File: config.mk
export PLATFORM = sky130hd
export DESIGN_NAME = psa_ram
export DESIGN_NICKNAME = d
export VERILOG_FILES = /design/src/page_span_allocator_core_macros.svh /design/src/psa_ram.sv
export SDC_FILE = /design/constraint.sdc
export NUM_CORES = 1
export LEC_CHECK = 0
export BUFFER_PORTS_ARGS = -buffer_cell sky130_fd_sc_hd__buf_4
export CELL_PAD_IN_SITES_DETAIL_PLACEMENT = 1
export CELL_PAD_IN_SITES_GLOBAL_PLACEMENT = 2
export CORE_MARGIN = 2
export CORE_UTILIZATION = 52
export DETAILED_ROUTE_END_ITERATION = 10
export PLACE_DENSITY_LB_ADDON = 0.1
export SLEW_MARGIN = 20
export SYNTH_ARGS = -nofsm -noshare
export SYNTH_HDL_FRONTEND = slang
export SYNTH_SLANG_ARGS = --single-unit
File: constraint.sdc
create_clock -name clock -period 4.25 [get_ports clock]
set_input_delay 0.6375 -clock clock [delete_from_list [all_inputs] [get_ports clock]]
set_output_delay 0.6375 -clock clock [all_outputs]
set_load 0.03 [all_outputs]
File: src/page_span_allocator_core_macros.svh
// Assertion macros for the page span allocator core.
`ifndef PAGE_SPAN_ALLOCATOR_CORE_MACROS_SVH
`define PAGE_SPAN_ALLOCATOR_CORE_MACROS_SVH

`ifndef SYNTHESIS
// Same-cycle implication, sampled on the rising clock edge outside reset.
`define PSA_ASSERT_IMPL(label, ante, cons) \
   label: assert property (@(posedge clock) disable iff (reset) (ante) |-> (cons)) \
      else $error("page span allocator check failed");
// Next-cycle implication, sampled on the rising clock edge outside reset.
`define PSA_ASSERT_NEXT(label, ante, cons) \
   label: assert property (@(posedge clock) disable iff (reset) (ante) |=> (cons)) \
      else $error("page span allocator check failed");
`else
`define PSA_ASSERT_IMPL(label, ante, cons)
`define PSA_ASSERT_NEXT(label, ante, cons)
`endif

`endif

File: src/psa_ram.sv
module psa_ram #(
   parameter int WIDTH = 8,
   parameter int DEPTH = 16
) (
   input  logic                     clock,
   input  logic                     wr_en,
   input  logic [$clog2(DEPTH)-1:0] wr_addr,
   input  logic [WIDTH-1:0]         wr_data,
   input  logic [$clog2(DEPTH)-1:0] rd_addr,
   output logic [WIDTH-1:0]         rd_data
);

   logic [WIDTH-1:0] mem [DEPTH];
   logic [WIDTH-1:0] rd_data_ff;

   // Write one entry, register the read
   always_ff @(posedge clock) begin
      if (wr_en) begin
         mem[wr_addr] <= wr_data;
      end
      rd_data_ff <= mem[rd_addr];
   end

   assign rd_data = rd_data_ff;

endmodule

After elaboration in Yosys (flattened, before gate mapping)
Memory sizes are Yosys's and may differ from the RTL's. A register that Yosys moved wholly into a read port is not among the register bits.
Cells that the tools add are included.
Widths: inputs -> output; s select.
{"block": "word_totals", "mem_count": 1, "elab_cells": 3, "in_bits": 18, "out_inout_bits": 8, "register_bits": 0, "ramBits": 128}
{"memory": "mem", "depth": 16, "width": 8, "read_ports": 1, "rd_ports_with_merged_regs": 1, "wr": 1, "line_no": "psa_ram.sv:13", "source": "logic [WIDTH-1:0] mem [DEPTH];"}
{"block": "op_classes", "mux": 2}
{"op": "$mux 1", "n": 2}

Logic depth before layout (Yosys ltp)
Gate-level depths: netlist of run 1.
{"block": "logic_depth", "word_depth": 2, "ltp_mapped": 5, "depth_no_buf": 3}

Least setup slack after synthesis of run 1
OpenSTA, ideal clock, no wires.
{"block": "synth_path", "path_type": "input port to flip-flop", "start": "input wr_addr[2]", "end": "memory mem[0][0] (enable)", "arrival_ns": 1.747, "required_ns": 3.867, "setup_slack_ns": 2.120, "n_path_buf": 0, "cell_stages": 2, "setup_ns": 0.383, "cell_sequence": "or3b_2 nor3_1"}
{"element": "from (decl)", "line_no": "psa_ram.sv:7", "source": "input logic [$clog2(DEPTH)-1:0] wr_addr,"}
{"element": "to (decl)", "line_no": "psa_ram.sv:13"}
No word-level cell before the write port.

Final worst setup path of run 1
{"block": "layout_path", "start": "input wr_addr[2]", "end": "memory mem[2][7] (enable)"}
No word-level cell before the write port.

==> metrics.yaml, run 1 <==
grt:
  grt_pass1_wl_um: 16000
  grt_start_max_net_pins: 33
  first_global_vias: 2618
  antenna_found_initial: 0
  track_usage: 0.227
  grt_overflow_total: 0
sta:
  fmax_mhz: 552
  fin_crit_sh: 0.426
  rsz0062_at_grt: "false"
  fin_ws_ns: 2.44
  setup_viol: 0
  hold_violations: 0
  slew_headroom: 0.305
  tns_ns: 0
  maxSlewViolCount: 0
  skew_ns: 0.00484
  fin_crit_ns: 1.81
  tightest_slew_ns: 1.04
yosys:
  synth-xor-area-share: 0
  synth_compound_area_frac: 0.0233
  ys_warn_count: 0
  synth_top_cell_by_area: "edfxtp_1"
  ys_types: 19
  synthSimpleGateAreaFrac: 0.0318
  synth_top_area_share: 0.747
  synth_top_family_by_area: "multiplexers"
  synthTopCellsByArea: "edfxtp_1 75%, mux4_2 7.9%, mux4_1 7.1%, dfxtp_1 3.1%, a22oi_1 2.3%"
  synth_mux_area_frac: 0.150
  syn_inst: 229
  synthAdderAreaFrac: 0
  async_flop_share: 0
  synth-main-ff-cell: "edfxtp_1"
  synth_edf_count: 128
  synth_seq_cells: 136
  avgSynthCellArea_um2: 22.5
  synthTopCellsByCount: "128 x edfxtp_1, 18 x mux4_2, 16 x a22oi_1, 14 x mux4_1, 13 x nor2_1"
  ys_seq_area_frac: 0.778
  synth_area_um2: 5150
  yosysMostFrequentCell: "edfxtp_1"
  syn_nets: 247
clocking:
  cts_resized: 0
  cts_buffer_depth: 2
  clk_pin_slew_ns: 0.06
  numCtsBuffers: 17
  cts_setup_buffers: 0
  insertion_delay_ns: 0.53
  cts_hold_buf: 0
  clockRootBuffer: "clkbuf_8"
  htree_levels: 4
  cts_tree: "built"
  clock_sinks: 136
drt:
  wl_met1_um: 4730
  drt_iter0_markers: 164
  drc: 0
  top_layer_used: "met4"
  vias_per_cell: 5.81
  dr_wl_met2_um: 5180
  dr_total_vias: 2387
  antenna_left: 0
  wire_per_inst_um: 26.0
  dr.pass1.iters: 4
  wl_um: 10700
  route.met3.wl_um: 620
pwr:
  sw_frac_of_total: 0.202
  clkPwrFrac: 0.465
  power.internal_uw: 2490
  power_frac_comb: 0.051
  pwr-share-seq: 0.484
  powerDensity_nw_per_um2: 517
  switching_power_uw: 630
  power_uw: 3120
  irDropWorstVdd_v: 0.000308
  p_leak_uw: 0.00202
critical_path:
  crit_fanout: 8
  crit_required_ns: 4.40
  arrival_ns: 1.96
  endpoint_kind: "register"
  cp-start-kind: "input port"
  setup.worst_path.class: "input port to register"
  worstRegToRegCells: 3
run_status:
  outcome: "completed"
floorplan:
  initial_utilization: 0.532
  die_area_um2: 10700
  die_h_um: 103
  core-area_um2: 9680
  dieWidth_um: 103
  fp-row-count: 36
  ios: 26
final_layout:
  nets: 283
  drive_above_1_share: 0.281
  design_area_um2: 6030
  diodes: 0
  area_growth_pct: 17.2
placed_design:
  post-place-ws_ns: 1.74
  hpwlAfterDp_um: 6390
  place.port_buffers: 25
  routabilityCongestion: 0.809
  dpl-instance-area_um2: 5440
job:
  maxCapViolCount: 0
worst_hold_path:
  hold_path_class: "input port to register"
  hold_depth: 1
## cell usage in the layout (no fill, tap or decap)
master	instances
bufinv_16	2
buf_4	27
a22oi_1	16
clkinvlp_4	2
nand2b_1	2
dfxtp_1	8
mux4_2	18
nand3b_1	2
nand2_1	9
clkinv_2	3
edfxtp_1	128
clkbuf_16	16
clkbuf_1	2
nor3_2	2
nor2b_1	1
mux4_1	14
and2_1	1
clkbuf_8	7
nand3_1	1
or3b_2	1
and2b_1	1
nor2_1	13
nor3_1	2
## flip-flops by register name, indices dropped and copies added (netlist names)
register  flops
rd_data       8
mem         128
## path summary, 6_finish.rpt
kind	endpoint	start	slack [ns]
worst max-delay path	mem[2][7]	wr_addr[2]	2.44
worst min-delay path	mem[13][7]	wr_data[7]	0.43
worst max register to register	rd_data[5]	mem[0][5]	2.85
worst min register to register	rd_data[7]	mem[15][7]	0.67
## cell type report
type / count / area (um^2)
sequential: 136 / 4000
fill: 802 / 3650
multi-input combinational: 83 / 1070
clock buffer: 25 / 504
timing repair buffer: 27 / 203
tap: 133 / 166
clock inverter: 7 / 90.1
## per-layer routing
| metal | GRT usage | vias up |
|---|---|---|
| met4 | 0.0820 | 0 |
| li1 | - | 1054 |
| met2 | 0.342 | 65 |
| met3 | 0.0659 | 9 |
| met1 | 0.320 | 1259 |
| met5 | 0 | - |
## kinds of logic (layout without fill, tap and decap cells)
group | count (synthesis) | in the layout
compound gates | 16 | 16
simple gates | 35 | 35
buf+inv | 10 | 59
flops | 136 | 136
mux | 32 | 32
## metrics by stage
step,hold slack (ns),instances,utilization
CTS,0.418,411,0.623
global route,0.429,411,0.623
global placement,0.656,379,0.561
finish,0.426,411,0.623
floorplan,0.629,229,-
detailed placement,0.666,379,0.561
## power by group through the flow
stage / clock, uW / combinational (uW) / sequential (uW)
after global routing: 1530 / 173 / 1510
final: 1450 / 159 / 1510
after detailed placement: 0 / 162 / 1540
after floorplan: 0 / 76.1 / 1550
after global placement: 0 / 158 / 1530
after CTS: 1470 / 162 / 1510
## critical path: stages
cell and delay (ns):
buf_4 0.12, or3b_2 0.52, nor2_1 0.68
No activity file was read; power rests on OpenSTA's default activity.
==> run 2, diff against run 1 <==
Settings changed: CORE_UTILIZATION 52 to 48.
Clock period 4.25 ns to 1.9 ns, I/O delays scaled along.
==> metrics.yaml, run 2 (same netlist as run 1, synthesis figures left out) <==
run_status:
  outcome: "completed"
final_layout:
  drive_above_1_share: 0.333
  final_util: 0.606
  diodes: 0
  design_area_um2: 6290
  layout_common_cells: "128 x edfxtp_1, 46 x buf_4, 18 x mux4_2, 16 x a22oi_1, 16 x clkbuf_16"
  final_common_cell: "edfxtp_1"
  area_growth_pct: 22.1
  nets: 305
  top_register: "mem"
  largest_reg_flops: 128
sta:
  maxSlewViolCount: 0
  setup_viol: 0
  slew_headroom: 0.722
  tns_ns: 0
  tightest_slew_ns: 0.417
  rsz0062_at_grt: "false"
  fmax_mhz: 709
  skew_ns: 0.00689
  fin_crit_ns: 1.41
  hold_violations: 0
  fin_crit_sh: 0.742
critical_path:
  r2r_setup_slack_ns: 0.49
  arrival_ns: 1.81
  cp-start-kind: "register"
  worstRegToRegCells: 3
  crit_fanout: 1
  r2r_start: "mem[9][1]"
  crit_chain: "mux4_1 -> a22oi_1 -> nand2_1"
  critPathMaxStageDelay_ns: 0.53
  rr_endpoint: "rd_data[1]"
  setup.worst_path.class: "register to register"
  critPathSlowestCell: "mux4_1"
  endpoint_kind: "register"
  crit_required_ns: 2.30
worst_hold_path:
  hold_depth: 1
  hold_start: "wr_data[0]"
  hold_path_class: "input port to register"
  holdPathEnd: "mem[6][0]"
grt:
  grt_pass1_wl_um: 16300
  grt_start_max_net_pins: 24
  antenna_found_initial: 0
  grt_overflow_total: 0
  track_usage: 0.205
  first_global_vias: 2705
drt:
  vias_per_cell: 5.71
  antenna_left: 0
  wl_um: 10400
  dr_total_vias: 2489
  drc: 0
  wire_per_inst_um: 23.9
  drt_iter0_markers: 168
  dr.pass1.iters: 6
placed_design:
  place.port_buffers: 25
  hpwlAfterDp_um: 6520
  dpl-instance-area_um2: 5640
  routabilityCongestion: 0.726
clocking:
  cts_hold_buf: 0
  numCtsBuffers: 17
  htree_levels: 4
  clk_pin_slew_ns: 0.06
  cts_buffer_depth: 2
  cts_tree: "built"
  cts_setup_buffers: 0
  clockRootBuffer: "clkbuf_8"
  cts_resized: 0
  clock_sinks: 136
  insertion_delay_ns: 0.52
floorplan:
  ios: 26
  dieWidth_um: 108
  initial_utilization: 0.496
  fp-row-count: 37
  die_h_um: 108
  die_area_um2: 11600
  core-area_um2: 10400
pwr:
  powerDensity_nw_per_um2: 1160
  p_leak_uw: 0.00217
  irDropWorstVdd_v: 0.000677
job:
  maxCapViolCount: 0
-- run 2: through the flow --
| stage | power (uW) | instances | setup slack [ns] | hold slack [ns] |
|---|---|---|---|---|
| 5_1_grt | 7530 | 436 | 0.412 | 0.0664 |
| 2_1_floorplan | 3640 | 229 | 0.122 | 0.384 |
| 6_report | 7310 | 436 | 0.490 | 0.0753 |
| 3_5_place_dp | 3820 | 404 | 0.122 | 0.606 |
| 3_3_place_gp | 3810 | 404 | 0.126 | 0.588 |
| 4_1_cts | 7370 | 436 | 0.492 | 0.0456 |
-- run 2: worst max-delay path: cells and delay by family (launching register included) --
family             cells  cell delay, ns
and+or+nand+nor        1            0.08
muxes                  1            0.53
DFF                    1            0.37
AOI/OAI and AO/OA      1            0.31
-- run 2: routing by layer --
| layer | track usage | wire length, um |
|---|---|---|
| met1 | 0.282 | 4530 |
| met2 | 0.319 | 5120 |
| met3 | 0.0551 | 644 |
| met4 | 0.0714 | 141 |
| met5 | 0 | 0 |
-- run 2: cell type report --
cell class | instances | area [um^2]
sequential | 136 | 4000
clock inverter | 14 | 223
timing repair buffer | 49 | 405
multi-input combinational | 83 | 1060
fill | 893 | 4080
tap | 136 | 170
clock buffer | 18 | 428
-- run 2: worst max-delay path by stage --
| stage | start | to | slack [ns] | cells after the start |
|---|---|---|---|---|
| 2_1_floorplan | wr_addr[2] | mem[0][0] | 0.12 | 2 |
| 3_3_place_gp | rd_addr[0] | rd_data[1] | 0.13 | 5 |
| 3_5_place_dp | rd_addr[0] | rd_data[1] | 0.12 | 5 |
| 4_1_cts | mem[1][3] | rd_data[3] | 0.49 | 3 |
| 5_1_grt | mem[9][1] | rd_data[1] | 0.41 | 3 |
| 6_report | mem[9][1] | rd_data[1] | 0.49 | 3 |
-- run 2: power breakdown --
group	switching, uW	internal [uW]
Combinational	217	164
Clock	1250	2310
Sequential	19.9	3350
==> run 3, diff against run 2 <==
Settings changed: ABC_AREA from default to 1, CORE_UTILIZATION 48 to 40.
Clock period 1.9 ns to 1.3 ns, I/O delays scaled along.
==> metrics.yaml, run 3 <==
yosys:
  synth_area_um2: 5770
  async_flop_share: 0
  synth-main-ff-cell: "edfxtp_1"
  synth_top_area_share: 0.667
  synth_edf_count: 128
  yosysMostFrequentCell: "nand2_1"
  synthTopCellsByArea: "edfxtp_1 67%, nand2_1 11%, nand3_1 8.4%, inv_1 6.5%, dfxtp_1 2.8%"
  synthTopCellsByCount: "173 x nand2_1, 128 x edfxtp_1, 100 x inv_1, 97 x nand3_1, 17 x nor2_1"
  syn_nets: 569
  ys_warn_count: 0
  avgSynthCellArea_um2: 10.5
  syn_inst: 551
  synth_top_cell_by_area: "edfxtp_1"
  ys_types: 12
  ys_seq_area_frac: 0.694
  synth_seq_cells: 136
final_layout:
  final_util: 0.490
  diodes: 0
  largest_reg_flops: 128
  nets: 619
  final_common_cell: "nand2_1"
  drive_above_1_share: 0.132
  design_area_um2: 6850
  top_register: "mem"
  layout_common_cells: "173 x nand2_1, 128 x edfxtp_1, 100 x inv_1, 97 x nand3_1, 50 x buf_4"
  area_growth_pct: 18.7
  fin_cells: 794
clocking:
  htree_levels: 4
  cts_tree: "built"
  clock_sinks: 136
  insertion_delay_ns: 0.42
  cts_hold_buf: 0
  cts_setup_buffers: 0
  cts_resized: 0
  clockRootBuffer: "clkbuf_16"
  cts_buffer_depth: 2
  clk_pin_slew_ns: 0.05
  numCtsBuffers: 17
floorplan:
  ios: 26
  die_area_um2: 15400
  dieWidth_um: 124
  die_h_um: 124
  initial_utilization: 0.412
  core-area_um2: 14000
  fp-row-count: 43
critical_path:
  crit_fanout: 1
  r2r_start: "mem[7][6]"
  cp_top_family: "flip-flops"
  r2r_setup_slack_ns: 0.29
  critPathMaxStageDelay_ns: 0.36
  arrival_ns: 0.94
  cp.depth: 1
  cp-startpoint: "rd_data[3]"
  crit_chain: "buf_4"
  worstSetupEndpoint: "rd_data[3]"
  rr_endpoint: "rd_data[6]"
  setup.worst_path.class: "register to output pin"
  cp-start-kind: "register"
  crit_buf_inv: 1
  endpoint_kind: "output pin"
  worstRegToRegCells: 6
  crit_required_ns: 1.11
  critPathSlowestCell: "dfxtp_1"
pwr:
  power_frac_comb: 0.071
  sw_frac_of_total: 0.218
  pwr-share-seq: 0.487
  irDropWorstVdd_v: 0.000815
  clkPwrFrac: 0.441
  switching_power_uw: 2210
  p_leak_uw: 0.00298
  power.internal_uw: 7920
  powerDensity_nw_per_um2: 1480
sta:
  hold_violations: 0
  whs_ns: 0.104
  fin_crit_sh: 0.876
  setup_viol: 0
  slew_headroom: 0.779
  rsz0062_at_grt: "false"
  skew_ns: 0.00510
  tightest_slew_ns: 0.332
  maxSlewViolCount: 0
  fmax_mhz: 878
  fin_crit_ns: 1.14
  fin_ws_ns: 0.161
grt:
  track_usage: 0.210
  grt_start_max_net_pins: 39
  grt_pass1_wl_um: 22600
  grt_overflow_total: 0
  antenna_found_initial: 0
  first_global_vias: 3962
placed_design:
  placed_cells: 762
  place.port_buffers: 25
  dpl-instance-area_um2: 6300
  routabilityCongestion: 0.753
  hpwlAfterDp_um: 9420
  post-place-ws_ns: -0.00688
drt:
  antenna_left: 0
  dr_total_vias: 3867
  vias_per_cell: 4.87
  dr.pass1.iters: 4
  drc: 0
  wire_per_inst_um: 18.5
  drt_iter0_markers: 232
  wl_um: 14700
worst_hold_path:
  hold_path_class: "input port to register"
run_status:
  outcome: "completed"
job:
  maxCapViolCount: 0
==> run 3: cell count changes in the layout (fill, tap and decap cells not counted), moves of 3 or more <==
cell | previous run | this run
nand2_1 | 9 | 173
inv_1 | 0 | 100
nand3_1 | 1 | 97
mux4_2 | 18 | 0
a22oi_1 | 16 | 0
mux4_1 | 14 | 0
buf_4 | 46 | 50
clkbuf_1 | 0 | 4
clkinv_1 | 0 | 4
clkinv_4 | 5 | 1
nor2_1 | 13 | 17
nor3_1 | 4 | 0
bufinv_16 | 5 | 2
==> run 3: final cells by class <==
| class | instances | area (um^2) |
|---|---|---|
| Multi-Input combinational cell | 289 | 1210 |
| Sequential cell | 136 | 4000 |
| Fill cell | 1567 | 7140 |
| Inverter | 102 | 383 |
| Tap cell | 180 | 225 |
| Timing Repair Buffer | 55 | 475 |
| Clock inverter | 11 | 106 |
| Clock buffer | 21 | 440 |
==> run 3: kinds of logic (layout without fill, tap and decap cells) <==
family	after synthesis	in the layout	synth area share
buffers and inverters	126	189	0.0952
AND/OR/NAND/NOR	289	289	0.210
flip-flops	136	136	0.694
==> run 3: per-stage QoR <==
step	setup TNS, ns	power (uW)
global route	0	10500
detailed placement	-0.0374	5760
global placement	0	5740
finish	0	10100
floorplan	0	5420
CTS	0	10200
==> run 3: power by group through the flow <==
| stage | Sequential [uW] | Combinational (uW) | Clock [uW] |
|---|---|---|---|
| 2_1_floorplan | 5070 | 346 | 0 |
| 3_3_place_gp | 5020 | 716 | 0 |
| 3_5_place_dp | 5030 | 732 | 0 |
| 4_1_cts | 4940 | 735 | 4560 |
| 5_1_grt | 4940 | 803 | 4710 |
| 6_report | 4940 | 724 | 4470 |
==> run 3: worst reg2reg max path: stages (launching register included) <==
cell and delay, ns:
edfxtp_1 0.36, inv_1 0.07, nand2_1 0.05, nand3_1 0.08, nand3_1 0.08, nand3_1 0.18
nand2_1 0.08
==> run 3: worst min path at each step <==
stage	startpoint	end	slack (ns)	depth (start not counted)
after floorplan	wr_data[0]	mem[0][0]	0.29	0
after global placement	wr_data[1]	mem[4][1]	0.53	1
after detailed placement	wr_data[1]	mem[5][1]	0.53	1
after CTS	wr_data[1]	mem[5][1]	0.1	1
after global routing	wr_data[5]	mem[6][5]	0.12	1
final	wr_data[1]	mem[5][1]	0.10	1
==> run 3: metal layers <==
metal | wire length (um) | share of wire | global-route usage | vias to the layer above
li1 | - | - | - | 1873
met1 | 6940 | 0.47 | 0.287 | 1915
met2 | 7030 | 0.48 | 0.330 | 63
met3 | 413 | 0.028 | 0.0385 | 16
met4 | 323 | 0.022 | 0.0906 | 0
met5 | 0 | 0 | 0 | -
